===== src/sv/sfd_pkg.sv =====
// Shared types and constants for the sensor frame deframer
package sfd_pkg;

	// Payload store depth and derived widths
	localparam int MaxPayload = 32;
	localparam int IdxW       = $clog2(MaxPayload);
	localparam int CntW       = $clog2(MaxPayload + 1);

	// Request kinds
	localparam logic ReqByte = 1'b0;
	localparam logic ReqTick = 1'b1;

	// Result status codes
	localparam logic [2:0] StOk       = 3'd0;
	localparam logic [2:0] StBadTail  = 3'd1;
	localparam logic [2:0] StTooLong  = 3'd2;
	localparam logic [2:0] StBadSum   = 3'd3;
	localparam logic [2:0] StLinkLost = 3'd4;

	// Configuration register indexes
	localparam logic [2:0] RegHeaderFirst  = 3'd0;
	localparam logic [2:0] RegHeaderSecond = 3'd1;
	localparam logic [2:0] RegTailFirst    = 3'd2;
	localparam logic [2:0] RegTailSecond   = 3'd3;
	localparam logic [2:0] RegLinkTimeout  = 3'd4;

	// Configuration reset values
	localparam logic [7:0]  RstHeaderFirst  = 8'd83;
	localparam logic [7:0]  RstHeaderSecond = 8'd89;
	localparam logic [7:0]  RstTailFirst    = 8'd84;
	localparam logic [7:0]  RstTailSecond   = 8'd67;
	localparam logic [15:0] RstLinkTimeout  = 16'd2000;

	// Input request
	typedef struct packed {
		logic       req_type;
		logic [7:0] rx_byte;
	} req_t;

	// Output result
	typedef struct packed {
		logic [2:0]  status;
		logic [7:0]  control_code;
		logic [7:0]  command_code;
		logic [15:0] payload_length;
		logic [4:0]  byte_index;
		logic [7:0]  payload_byte;
		logic        last;
		logic        link_up;
	} rsp_t;

	// Live configuration values
	typedef struct packed {
		logic [7:0]  header_first;
		logic [7:0]  header_second;
		logic [7:0]  tail_first;
		logic [7:0]  tail_second;
		logic [15:0] link_timeout_ms;
	} cfg_t;

	// Payload store write port
	typedef struct packed {
		logic            en;
		logic [IdxW-1:0] addr;
		logic [7:0]      data;
	} wr_t;

	// Result run launch from parser to emitter; cnt of zero means a single
	// result with no payload byte
	typedef struct packed {
		logic            valid;
		logic [2:0]      status;
		logic [7:0]      control;
		logic [7:0]      command;
		logic [15:0]     length;
		logic            link_up;
		logic [CntW-1:0] cnt;
	} start_t;

endpackage


===== src/sv/sfd_parser.sv =====
// Frame parser: header hunt, field capture, running sum, tail check, link timer
module sfd_parser (
	input  logic              clk,
	input  logic              arst_n,
	input  logic              fire,
	input  sfd_pkg::req_t     req,
	input  sfd_pkg::cfg_t     cfg,
	output sfd_pkg::wr_t      wr,
	output sfd_pkg::start_t   start
);

	logic        in_frame_q, in_frame_d;
	logic [16:0] count_q, count_d;
	logic [7:0]  ctrl_q, ctrl_d;
	logic [7:0]  cmd_q, cmd_d;
	logic [15:0] len_q, len_d;
	logic [7:0]  sum_q, sum_d;
	logic        sum_ok_q, sum_ok_d;
	logic        tail_ok_q, tail_ok_d;
	logic        link_q, link_d;
	logic [15:0] idle_q, idle_d;

	logic [7:0]  b;
	logic [7:0]  sum_add;
	logic [16:0] rel;
	logic [16:0] len17;
	logic [16:0] len_p1;
	logic [15:0] idle_inc;
	logic        tail_good;

	assign b        = req.rx_byte;
	// Shared 8-bit adder for the running checksum
	assign sum_add  = sum_q + b;
	assign rel      = count_q - 17'd6;
	assign len17    = {1'b0, len_q};
	assign len_p1   = len17 + 17'd1;
	assign idle_inc = (idle_q == 16'hFFFF) ? idle_q : idle_q + 16'd1;
	assign tail_good = tail_ok_q && (b == cfg.tail_second);

	// Next state and result launch
	always_comb begin
		in_frame_d = in_frame_q;
		count_d    = count_q;
		ctrl_d     = ctrl_q;
		cmd_d      = cmd_q;
		len_d      = len_q;
		sum_d      = sum_q;
		sum_ok_d   = sum_ok_q;
		tail_ok_d  = tail_ok_q;
		link_d     = link_q;
		idle_d     = idle_q;
		wr         = '0;
		start      = '0;
		start.control = ctrl_q;
		start.command = cmd_q;
		start.length  = len_q;
		if (fire && req.req_type == sfd_pkg::ReqByte) begin
			idle_d  = '0;
			link_d  = 1'b1;
			start.link_up = 1'b1;
			if (!in_frame_q) begin
				// hunting for the first header byte
				if (b == cfg.header_first) begin
					in_frame_d = 1'b1;
					count_d    = 17'd1;
					sum_d      = b;
				end
			end else begin
				count_d = count_q + 17'd1;
				if (count_q == 17'd1) begin
					if (b != cfg.header_second) begin
						in_frame_d = 1'b0;
						count_d    = '0;
					end else begin
						sum_d = sum_add;
					end
				end else if (count_q < 17'd6) begin
					sum_d = sum_add;
					case (count_q[2:0])
						3'd2:    ctrl_d = b;
						3'd3:    cmd_d  = b;
						3'd4:    len_d  = {b, 8'h00};
						default: len_d  = {len_q[15:8], b};
					endcase
				end else if (rel < len17) begin
					// payload byte; beyond the store it is only summed
					sum_d = sum_add;
					if (rel < 17'(sfd_pkg::MaxPayload)) begin
						wr.en   = 1'b1;
						wr.addr = rel[sfd_pkg::IdxW-1:0];
						wr.data = b;
					end
				end else if (rel == len17) begin
					sum_ok_d = (b == sum_q);
				end else if (rel == len_p1) begin
					tail_ok_d = (b == cfg.tail_first);
				end else begin
					// last tail byte closes the frame
					in_frame_d  = 1'b0;
					count_d     = '0;
					start.valid = 1'b1;
					if (!tail_good) begin
						start.status = sfd_pkg::StBadTail;
					end else if (len_q > 16'(sfd_pkg::MaxPayload)) begin
						start.status = sfd_pkg::StTooLong;
					end else if (!sum_ok_q) begin
						start.status = sfd_pkg::StBadSum;
					end else begin
						start.status = sfd_pkg::StOk;
						start.cnt    = len_q[sfd_pkg::CntW-1:0];
					end
				end
			end
		end else if (fire && link_q) begin
			// millisecond tick while the link is up
			idle_d = idle_inc;
			if (idle_inc > cfg.link_timeout_ms) begin
				link_d        = 1'b0;
				start.valid   = 1'b1;
				start.status  = sfd_pkg::StLinkLost;
				start.control = '0;
				start.command = '0;
				start.length  = '0;
			end
		end
	end

	// State registers
	always_ff @(posedge clk or negedge arst_n) begin
		if (!arst_n) begin
			in_frame_q <= 1'b0;
			count_q    <= '0;
			ctrl_q     <= '0;
			cmd_q      <= '0;
			len_q      <= '0;
			sum_q      <= '0;
			sum_ok_q   <= 1'b0;
			tail_ok_q  <= 1'b0;
			link_q     <= 1'b0;
			idle_q     <= '0;
		end else begin
			in_frame_q <= in_frame_d;
			count_q    <= count_d;
			ctrl_q     <= ctrl_d;
			cmd_q      <= cmd_d;
			len_q      <= len_d;
			sum_q      <= sum_d;
			sum_ok_q   <= sum_ok_d;
			tail_ok_q  <= tail_ok_d;
			link_q     <= link_d;
			idle_q     <= idle_d;
		end
	end

	// Hunting always leaves the position counter cleared
	a_hunt_count: assert property (@(posedge clk) disable iff (!arst_n)
		!in_frame_q |-> count_q == 17'd0)
		else $error("position counter set while hunting");

	// Link loss is only reported from an up link
	a_lost_from_up: assert property (@(posedge clk) disable iff (!arst_n)
		start.valid && start.status == sfd_pkg::StLinkLost |-> link_q)
		else $error("link loss reported while link down");

endmodule


===== src/sv/sfd_emitter.sv =====
// Result sequencer: payload store plus one read port walked once per result
module sfd_emitter (
	input  logic              clk,
	input  logic              arst_n,
	input  sfd_pkg::wr_t      wr,
	input  sfd_pkg::start_t   start,
	output logic              busy,
	output logic              rsp_valid,
	input  logic              rsp_stall,
	output sfd_pkg::rsp_t     rsp_data
);

	localparam logic [1:0] EmIdle  = 2'd0;
	localparam logic [1:0] EmFetch = 2'd1;
	localparam logic [1:0] EmShow  = 2'd2;

	logic [1:0]                  state_q;
	sfd_pkg::start_t             hdr_q;
	logic [sfd_pkg::CntW-1:0]    cnt_q;
	logic [sfd_pkg::IdxW-1:0]    idx_q;
	logic                        zero_q;
	logic [7:0]                  rd_q;
	logic [7:0]                  mem [sfd_pkg::MaxPayload];

	logic                        last;
	logic                        rd_en;
	logic [sfd_pkg::IdxW-1:0]    rd_addr;
	logic [sfd_pkg::IdxW-1:0]    idx_next;

	assign busy      = (state_q != EmIdle);
	assign rsp_valid = (state_q == EmShow);
	assign idx_next  = idx_q + 1'b1;
	assign last      = zero_q || ({1'b0, idx_q} + 1'b1 == cnt_q);
	assign rd_en     = (state_q == EmFetch)
		|| (state_q == EmShow && !rsp_stall && !last);
	assign rd_addr   = (state_q == EmShow) ? idx_next : idx_q;

	// Result fields
	always_comb begin
		rsp_data.status         = hdr_q.status;
		rsp_data.control_code   = hdr_q.control;
		rsp_data.command_code   = hdr_q.command;
		rsp_data.payload_length = hdr_q.length;
		rsp_data.byte_index     = 5'(idx_q);
		rsp_data.payload_byte   = zero_q ? 8'h00 : rd_q;
		rsp_data.last           = last;
		rsp_data.link_up        = hdr_q.link_up;
	end

	// Payload store, registered read
	always_ff @(posedge clk) begin
		if (wr.en) begin
			mem[wr.addr] <= wr.data;
		end
		if (rd_en) begin
			rd_q <= mem[rd_addr];
		end
	end

	// Sequencer
	always_ff @(posedge clk or negedge arst_n) begin
		if (!arst_n) begin
			state_q <= EmIdle;
			hdr_q   <= '0;
			cnt_q   <= '0;
			idx_q   <= '0;
			zero_q  <= 1'b0;
		end else begin
			case (state_q)
				EmIdle: begin
					if (start.valid) begin
						hdr_q  <= start;
						cnt_q  <= start.cnt;
						idx_q  <= '0;
						zero_q <= (start.cnt == '0);
						state_q <= (start.cnt == '0) ? EmShow : EmFetch;
					end
				end
				EmFetch: begin
					state_q <= EmShow;
				end
				EmShow: begin
					if (!rsp_stall) begin
						if (last) begin
							state_q <= EmIdle;
						end else begin
							idx_q <= idx_next;
						end
					end
				end
				default: state_q <= EmIdle;
			endcase
		end
	end

	// A new run never arrives while one is being delivered
	a_no_overrun: assert property (@(posedge clk) disable iff (!arst_n)
		start.valid |-> !busy)
		else $error("result run launched while busy");

	// Index stays inside the run
	a_idx_range: assert property (@(posedge clk) disable iff (!arst_n)
		busy && !zero_q |-> {1'b0, idx_q} < cnt_q)
		else $error("payload index beyond run length");

	// The last result closes the run
	a_last_ends: assert property (@(posedge clk) disable iff (!arst_n)
		rsp_valid && !rsp_stall && last |=> !rsp_valid)
		else $error("result shown after last");

endmodule


===== src/sv/sensor_frame_deframer.sv =====
// Sensor frame deframer. Each request is a received UART byte or a one
// millisecond tick. A byte or tick is absorbed in the cycle it is accepted.
// A frame's last tail byte, or a tick that exceeds link_timeout_ms, starts
// a result run: one result for an error, an empty payload or a link loss,
// otherwise one result per payload byte (up to 32) with the last marked.
// Results come from a payload store with one write and one read port, walked
// one entry a cycle while rsp_stall is low, so req_stall stays high while a
// run is fetched and shown. Registers are written through the cfg port (always
// ready); the user must write them only while the block is idle, which the
// block itself does not enforce; indexes past the last register are ignored.
module sensor_frame_deframer (
	input  logic              clk,
	input  logic              arst_n,
	input  logic              req_valid,
	output logic              req_stall,
	input  sfd_pkg::req_t     req_data,
	output logic              rsp_valid,
	input  logic              rsp_stall,
	output sfd_pkg::rsp_t     rsp_data,
	input  logic              cfg_valid,
	output logic              cfg_ready,
	input  logic [2:0]        cfg_index,
	input  logic [15:0]       cfg_data
);

	sfd_pkg::cfg_t   cfg_q;
	sfd_pkg::wr_t    wr;
	sfd_pkg::start_t start;
	logic            busy;
	logic            fire;

	assign cfg_ready = 1'b1;
	assign req_stall = busy;
	assign fire      = req_valid && !busy;

	// Configuration registers
	always_ff @(posedge clk or negedge arst_n) begin
		if (!arst_n) begin
			cfg_q.header_first    <= sfd_pkg::RstHeaderFirst;
			cfg_q.header_second   <= sfd_pkg::RstHeaderSecond;
			cfg_q.tail_first      <= sfd_pkg::RstTailFirst;
			cfg_q.tail_second     <= sfd_pkg::RstTailSecond;
			cfg_q.link_timeout_ms <= sfd_pkg::RstLinkTimeout;
		end else if (cfg_valid && cfg_ready) begin
			case (cfg_index)
				sfd_pkg::RegHeaderFirst:  cfg_q.header_first    <= cfg_data[7:0];
				sfd_pkg::RegHeaderSecond: cfg_q.header_second   <= cfg_data[7:0];
				sfd_pkg::RegTailFirst:    cfg_q.tail_first      <= cfg_data[7:0];
				sfd_pkg::RegTailSecond:   cfg_q.tail_second     <= cfg_data[7:0];
				sfd_pkg::RegLinkTimeout:  cfg_q.link_timeout_ms <= cfg_data;
				default: ;
			endcase
		end
	end

	sfd_parser u_parser (
		.clk    (clk),
		.arst_n (arst_n),
		.fire   (fire),
		.req    (req_data),
		.cfg    (cfg_q),
		.wr     (wr),
		.start  (start)
	);

	sfd_emitter u_emitter (
		.clk       (clk),
		.arst_n    (arst_n),
		.wr        (wr),
		.start     (start),
		.busy      (busy),
		.rsp_valid (rsp_valid),
		.rsp_stall (rsp_stall),
		.rsp_data  (rsp_data)
	);

endmodule


===== config.mk =====
export PLATFORM = sky130hd
export DESIGN_NAME = sensor_frame_deframer
export DESIGN_NICKNAME = d
export VERILOG_FILES = /design/src/sv/sfd_pkg.sv /design/src/sv/sfd_parser.sv /design/src/sv/sfd_emitter.sv /design/src/sv/sensor_frame_deframer.sv
export SDC_FILE = /design/constraint.sdc
export NUM_CORES = 1
export LEC_CHECK = 0
export BUFFER_PORTS_ARGS = -buffer_cell sky130_fd_sc_hd__buf_2
export CORE_ASPECT_RATIO = 0.75
export CORE_MARGIN = 3
export CORE_UTILIZATION = 67
export CTS_CLUSTER_DIAMETER = 80
export CTS_CLUSTER_SIZE = 8
export DETAILED_ROUTE_END_ITERATION = 10
export GPL_TIMING_DRIVEN = 1
export PLACE_DENSITY_LB_ADDON = 0.1
export SLEW_MARGIN = 20
export SYNTH_ARGS = -nofsm -noshare
export SYNTH_HDL_FRONTEND = slang
export SYNTH_SLANG_ARGS = --single-unit

===== constraint.sdc =====
create_clock -name clk -period 12.5 [get_ports clk]
set_input_delay 0.625 -clock clk [delete_from_list [all_inputs] [get_ports clk]]
set_output_delay 0.625 -clock clk [all_outputs]
set_load 0.02 [all_outputs]

==> results.md, run 1 <==
- Status: completed
- Die Wd: 208 um
- Clock Sinks: 439
- Vias: 13370
- Root Driver: clkbuf_16
- Min Hold Slack: 137 ps
- HPWL after DPL: 32.6 mm
- VDD IR max: 117 uV
- PD cells: 158 nW/um^2
- Top cells by area, synth: edfxtp_1, dfrtp_1, mux4_2, mux2_2, ha_1
- Finished Cell Area: 22900 um^2
- Top_reg_cell synth: edfxtp_1
- Initial antenna violation count: 2
- Layout Nets: 1650
- Placement Cell Area: 21200 um^2
- I/O Pins: 86
- Max clock buf depth: 3
- Combinational power share: 0.129
- Post-synth top area cell: edfxtp_1
- Sequential cell area: 12300 um^2
- RSZ-0062 raised after global routing: false
- Worst-path clk slew: 50 ps
- CTS tree: done
- Clock share of power: 0.415
- R2R depth: 14
- Minimum clock period: 5620 ps
- DRT antenna net count: 0
- EDFF count, synth: 264
- Util after Layout: 0.775
- Reg-to-Reg End: u_emitter.mem[12][5]
- Syn_nets: 1564
- Post-synthesis xor/xnor area fraction: 0.0468
- Int Power: 2.68 mW
- Wire length per cell: 26.6 um
- Synth Area per Inst: 13.8 um^2
- Clk_lat worst skew: 590 ps
- Post-Route WL: 53.0 mm
- CP endpoint kind: flip-flop
- H-tree depth: 2
- Die area: 32700 um^2
- Leakage power: 10.0 nW
- Fraction of the mapped netlist area in simple logic gates: 0.0905
- First-pass GRT wire length: 82.0 mm
- Die height: 157 um
- Post-synthesis cell count: 1480
- Residual DRC: 0
- Sw Share: 0.257
- CP Class: reg2reg
- Post-Synth Adder-Cell Area: 0.0316
- Crit path setup slack, layout: 6880 ps
- Total GRT Usage: 0.331
- Area of the multi-input gates: 7580 um^2
- Hold Violations, Final: 0
- Vias per cell: 6.71
- Psw: 0.929 mW
- Placed cell count: 1896
- # diodes: 0
- TNS Setup: 0 ps
- Max_slew headroom: 0.296
- Clk_skew: 17.4 ps
- Drt first pass iters: 7
- CP required: 12720 ps
- Yosys cell types: 70
- Gr ovfl total: 0
- Initial Utilization: 0.691
- Reg2reg setup slack: 6880 ps
- Port buffer count: 84
- Most common cell in the synthesized netlist: edfxtp_1
- Post-CTS Setup Bufs: 0
- Reg power frac: 0.456
- Final worst path period share: 0.450
- Fin. max-slew vios: 0
- Synth Area in Compound Gates: 0.0537
- Register area share after synthesis: 0.603
- Tot Pwr: 3.61 mW
- Commonest cells post-synth: edfxtp_1, dfrtp_1, nor2_1
- Synth Register Bits: 439
- Non-Filler Instances: 1994
- Synth warn: 0
- Worst Tran Pin Value: 1060 ps
- CTS buffer count: 60
- # rows: 54
- Placer Congestion: 0.937
- Largest net degree at the start of global routing: 98
- Number of global-route vias before repair: 13392
- Core footprint: 29600 um^2
- Ys async rst share: 0.399
- Synth top area share: 0.387
- Main combinational cell family by area after synthesis: multiplexers
- Arrival @ worst endpoint: 5840 ps
- Post-Place Worst Slack: 6850 ps
- HP Class: in2async
- Element type at the critical path start: flip-flop
- CTS resizes: 0
- Max Clock Freq: 178 MHz
- Synth-to-layout area growth: 12.1%
- Max Fanout on Critical Path: 12
- Final setup fails: 0
- Post-Syn Area: 20500 um^2
- Max-cap violations: 0
- Cts hold-fix bufs: 0
- Number of fillers in the final layout: 1700
- Mux contribution to synthesized area: 0.145
- Reg-to-Reg Start: u_parser.count_q[4]
- Layout cells sized above 1: 0.221
- DRT iter0 DRCs: 1775
## cell families (layout without fill, tap and decap cells)
logic type / after synthesis / count (layout)
adder cells (fa/ha/maj): 51 / 51
flip-flops: 439 / 439
AO/OA/AOI/OAI: 167 / 167
multiplexers: 189 / 189
other: 1 / 1
XOR/XNOR: 103 / 103
buffers and inverters: 146 / 268
AND/OR/NAND/NOR: 384 / 384
## placed cells by master, fill, tap and decap left out, types with 4 or more instances in the layout
master	instances
xnor2_1	53
nor2_1	130
o21ai_0	54
dfstp_2	20
buf_4	21
nand2_1	90
o31ai_1	8
and3_1	9
a21oi_1	31
buf_2	83
clkbuf_16	61
nor4_1	17
a22o_1	17
or3_1	5
xor2_1	45
inv_1	64
nand3_1	36
dfrtp_1	155
ha_1	49
mux4_2	80
nor3_1	15
o21a_1	7
mux2i_1	42
nand4_1	26
nor2b_1	12
mux2_2	66
nand2b_1	7
clkbuf_1	35
a31oi_1	4
a21o_1	15
edfxtp_1	264
and2_1	13
## worst max path at each step
stage,start,to,slack [ps]
floorplan,u_parser.count_q[4],u_emitter.mem[16][0],8270
global placement,u_parser.count_q[4],u_emitter.mem[8][2],7020
detailed placement,u_parser.count_q[4],u_emitter.mem[12][7],6850
CTS,u_parser.count_q[4],u_emitter.mem[12][7],6790
global route,u_parser.count_q[4],u_emitter.mem[15][3],6310
finish,u_parser.count_q[4],u_emitter.mem[12][5],6880
## power groups by stage
stage	Combinational, mW	Clock (mW)	Sequential (mW)
after floorplan	0.346	0	1.65
after global placement	0.439	0	1.67
after detailed placement	0.449	0	1.67
after CTS	0.459	1.50	1.65
after global routing	0.514	1.57	1.65
final	0.466	1.50	1.65
## worst max-delay path, cell delays in order (launching register included)
cell and delay [ps]:
dfrtp_1 480, nor4_2 910, nand3_1 180, xor2_1 260, inv_1 90, ha_1 320, a21o_1 160, a21oi_1 120
o21ai_0 80, a311oi_1 330, o21ai_0 300, nor4_2 720, and2_1 280, nand2_1 270, nor2_1 720
## layout make-up
cell class,instances,share of cell area
inverter,65,0.0106
clock buffer,96,0.0723
timing repair buffer,105,0.0255
sequential,439,0.538
multi-input combinational,895,0.331
tap,392,0.0214
clock inverter,2,0.00175
## layer usage
layer  global-route usage  part of all wire  up-vias
met3               0.0795              0.12      117
li1                     -                 -     5633
met5                    0           0.00025        -
met2                0.503              0.45      866
met1                0.487              0.40     6752
met4                0.103             0.027        2
## sequential cells by signal, summed over array words and instances, names as in the netlist, 8 cells and up
name and flops:
u_parser.count_q 17, cfg_q 48, u_parser.cmd_q 8, u_parser.sum_q 8, u_emitter.rsp_data 36, u_emitter.rd_q 8
u_parser.len_q 16, u_emitter.mem 256, u_parser.idle_q 16, u_parser.ctrl_q 8
Power figures use the tool's default switching activity.
==> run 2: changes to the inputs <==
CORE_UTILIZATION = 62   (was 67)
clock period = 5.59 ns   (was 12.5 ns; I/O delays follow)
==> results.md, run 2 (synthesis results as in run 1) <==
- Gr ovfl total: 0
- Finished Cell Area: 23200 um^2
- # diodes: 0
- Drt first pass iters: 5
- Max clock buf depth: 3
- CTS buffer count: 60
- Max reg flops: 256
- Crit path setup slack, layout: 566 ps
- Int Power: 6.04 mW
- Die height: 163 um
- PD cells: 349 nW/um^2
- DRT iter0 DRCs: 1475
- DRT antenna net count: 0
- CP required: 5800 ps
- Combinational power share: 0.130
- Clock Sinks: 439
- Clk_skew: 24.5 ps
- CTS tree: done
- Non-Filler Instances: 2070
- Slowest cell delay on critical path: 680 ps
- Total GRT Usage: 0.286
- Die Wd: 216 um
- Psw: 2.07 mW
- Most common cell after layout, fill and taps aside: edfxtp_1
- CP Class: reg2reg
- HPWL after DPL: 31.2 mm
- CP endpoint kind: flip-flop
- Status: completed
- Synth-to-layout area growth: 13.6%
- CP Launch Point: u_parser.count_q[1]
- Leakage power: 10.1 nW
- Reg2reg setup slack: 570 ps
- Post-Place Worst Slack: 679 ps
- Root Driver: clkbuf_16
- Clock share of power: 0.417
- Clk_lat worst skew: 600 ps
- Placed cell count: 1944
- Max Fanout on Critical Path: 10
- Min-delay src: cfg_data[3]
- Worst-path clk slew: 60 ps
- Layout cells sized above 1: 0.220
- Largest net degree at the start of global routing: 77
- Most flop-heavy register: u_emitter.mem
- Sequential cell area: 12300 um^2
- HP Class: in2reg
- Residual DRC: 0
- Initial antenna violation count: 1
- H-tree depth: 2
- Number of global-route vias before repair: 12663
- Max_slew headroom: 0.325
- Worst Tran Pin Value: 1010 ps
- Fin. max-slew vios: 0
- Placer Congestion: 0.856
- Element type at the critical path start: flip-flop
- Area of the multi-input gates: 7580 um^2
- TNS Setup: 0 ps
- Max-cap violations: 0
- Crit path max-delay cell type: nor2_1
- Wire length per cell: 23.6 um
- Hold Violations, Final: 0
- Die area: 35200 um^2
- Layout Nets: 1670
- Commonest non-fill, non-tap cells in the layout: edfxtp_1, dfrtp_1, nor2_1
- Arrival @ worst endpoint: 5230 ps
- Post-Route WL: 48.8 mm
- Final setup fails: 0
- CP cell instances: ha_1, nor2_1, nand4b_1, xor2_1, inv_1, ha_1, o21ai_0, nand2b_1, a311oi_1, o21ai_0, nor4_1, buf_4, and2_1, nand2_1, nor2_1
- Placement Cell Area: 21300 um^2
- Sw Share: 0.255
- Vias per cell: 6.20
- Max Clock Freq: 199 MHz
- Vias: 12825
- CTS resizes: 0
- Reg-to-Reg Start: u_parser.count_q[1]
- Port buffer count: 84
- I/O Pins: 86
- Number of fillers in the final layout: 2068
- Core footprint: 31900 um^2
- Final worst path period share: 0.899
- VDD IR max: 289 uV
- Initial Utilization: 0.642
- Minimum clock period: 5020 ps
- RSZ-0062 raised after global routing: false
- Reg power frac: 0.454
- # rows: 56
- First-pass GRT wire length: 76.6 mm
run 2: cell types whose count changed in the layout (fill, tap and decap cells not counted), moves of 2 or more:
cell,delta
dlygate4sd3_1,+15
buf_12,+2
clkbuf_1,+13
inv_16,-2
buf_4,+3
run 2: timing repair:
action                                 4_1_cts  5_1_grt
endpoints found under the hold margin       37        0
setup endpoints to repair                    0        0
setup buffers                                0        0
hold buffers                                15        0
run 2: power by group through the flow:
stage / sequential [mW] / clock, mW / combinational, mW
3_3_place_gp: 3.73 / 0 / 1.01
6_report: 3.68 / 3.38 / 1.05
5_1_grt: 3.70 / 3.58 / 1.17
3_5_place_dp: 3.74 / 0 / 1.03
4_1_cts: 3.68 / 3.41 / 1.04
2_1_floorplan: 3.69 / 0 / 0.774
run 2: cell type report:
class                           count  area share
Clock buffer                      109      0.0734
Clock inverter                      2     0.00199
Inverter                           65      0.0105
Multi-Input combinational cell    895       0.326
Sequential cell                   439       0.530
Tap cell                          435      0.0234
Timing Repair Buffer              125      0.0343
run 2: worst max-delay path, delay by kind of cell, from the launching register on:
family	cells	cell delay, ps
and+or+nand+nor	7	2090
AOI/OAI and AO/OA	3	770
adders and majority gates	2	640
DFF	1	500
xor gates and xnor gates	1	330
buffers and inverters	2	300
run 2: worst paths after layout:
check                           depth (start not counted)                   end
min in group asynchronous                               2     u_parser.cmd_q[7]
worst min-delay path                                    3              cfg_q[3]
worst min register to register                          2    u_parser.tail_ok_q
worst max register to register                         15  u_emitter.mem[16][6]
max in group asynchronous                               3    u_emitter.idx_q[2]
worst max-delay path                                   15  u_emitter.mem[16][6]
run 2: stage by stage:
stage                util  power (mW)  hold WS [ps]
detailed placement  0.669        4.76           142
finish              0.729        8.11          32.2
global route        0.729        8.44          37.1
global placement    0.669        4.74           142
CTS                 0.729        8.14          11.4
floorplan               -        4.47         -16.1
run 2: per-layer routing:
metal / track usage / routed length [um] / up-vias
met1: 0.440 / 22100 / 6498
li1: - / - / 5686
met2: 0.424 / 21500 / 562
met4: 0.0660 / 910 / 2
met3: 0.0658 / 4190 / 77
met5: 0 / 13 / -
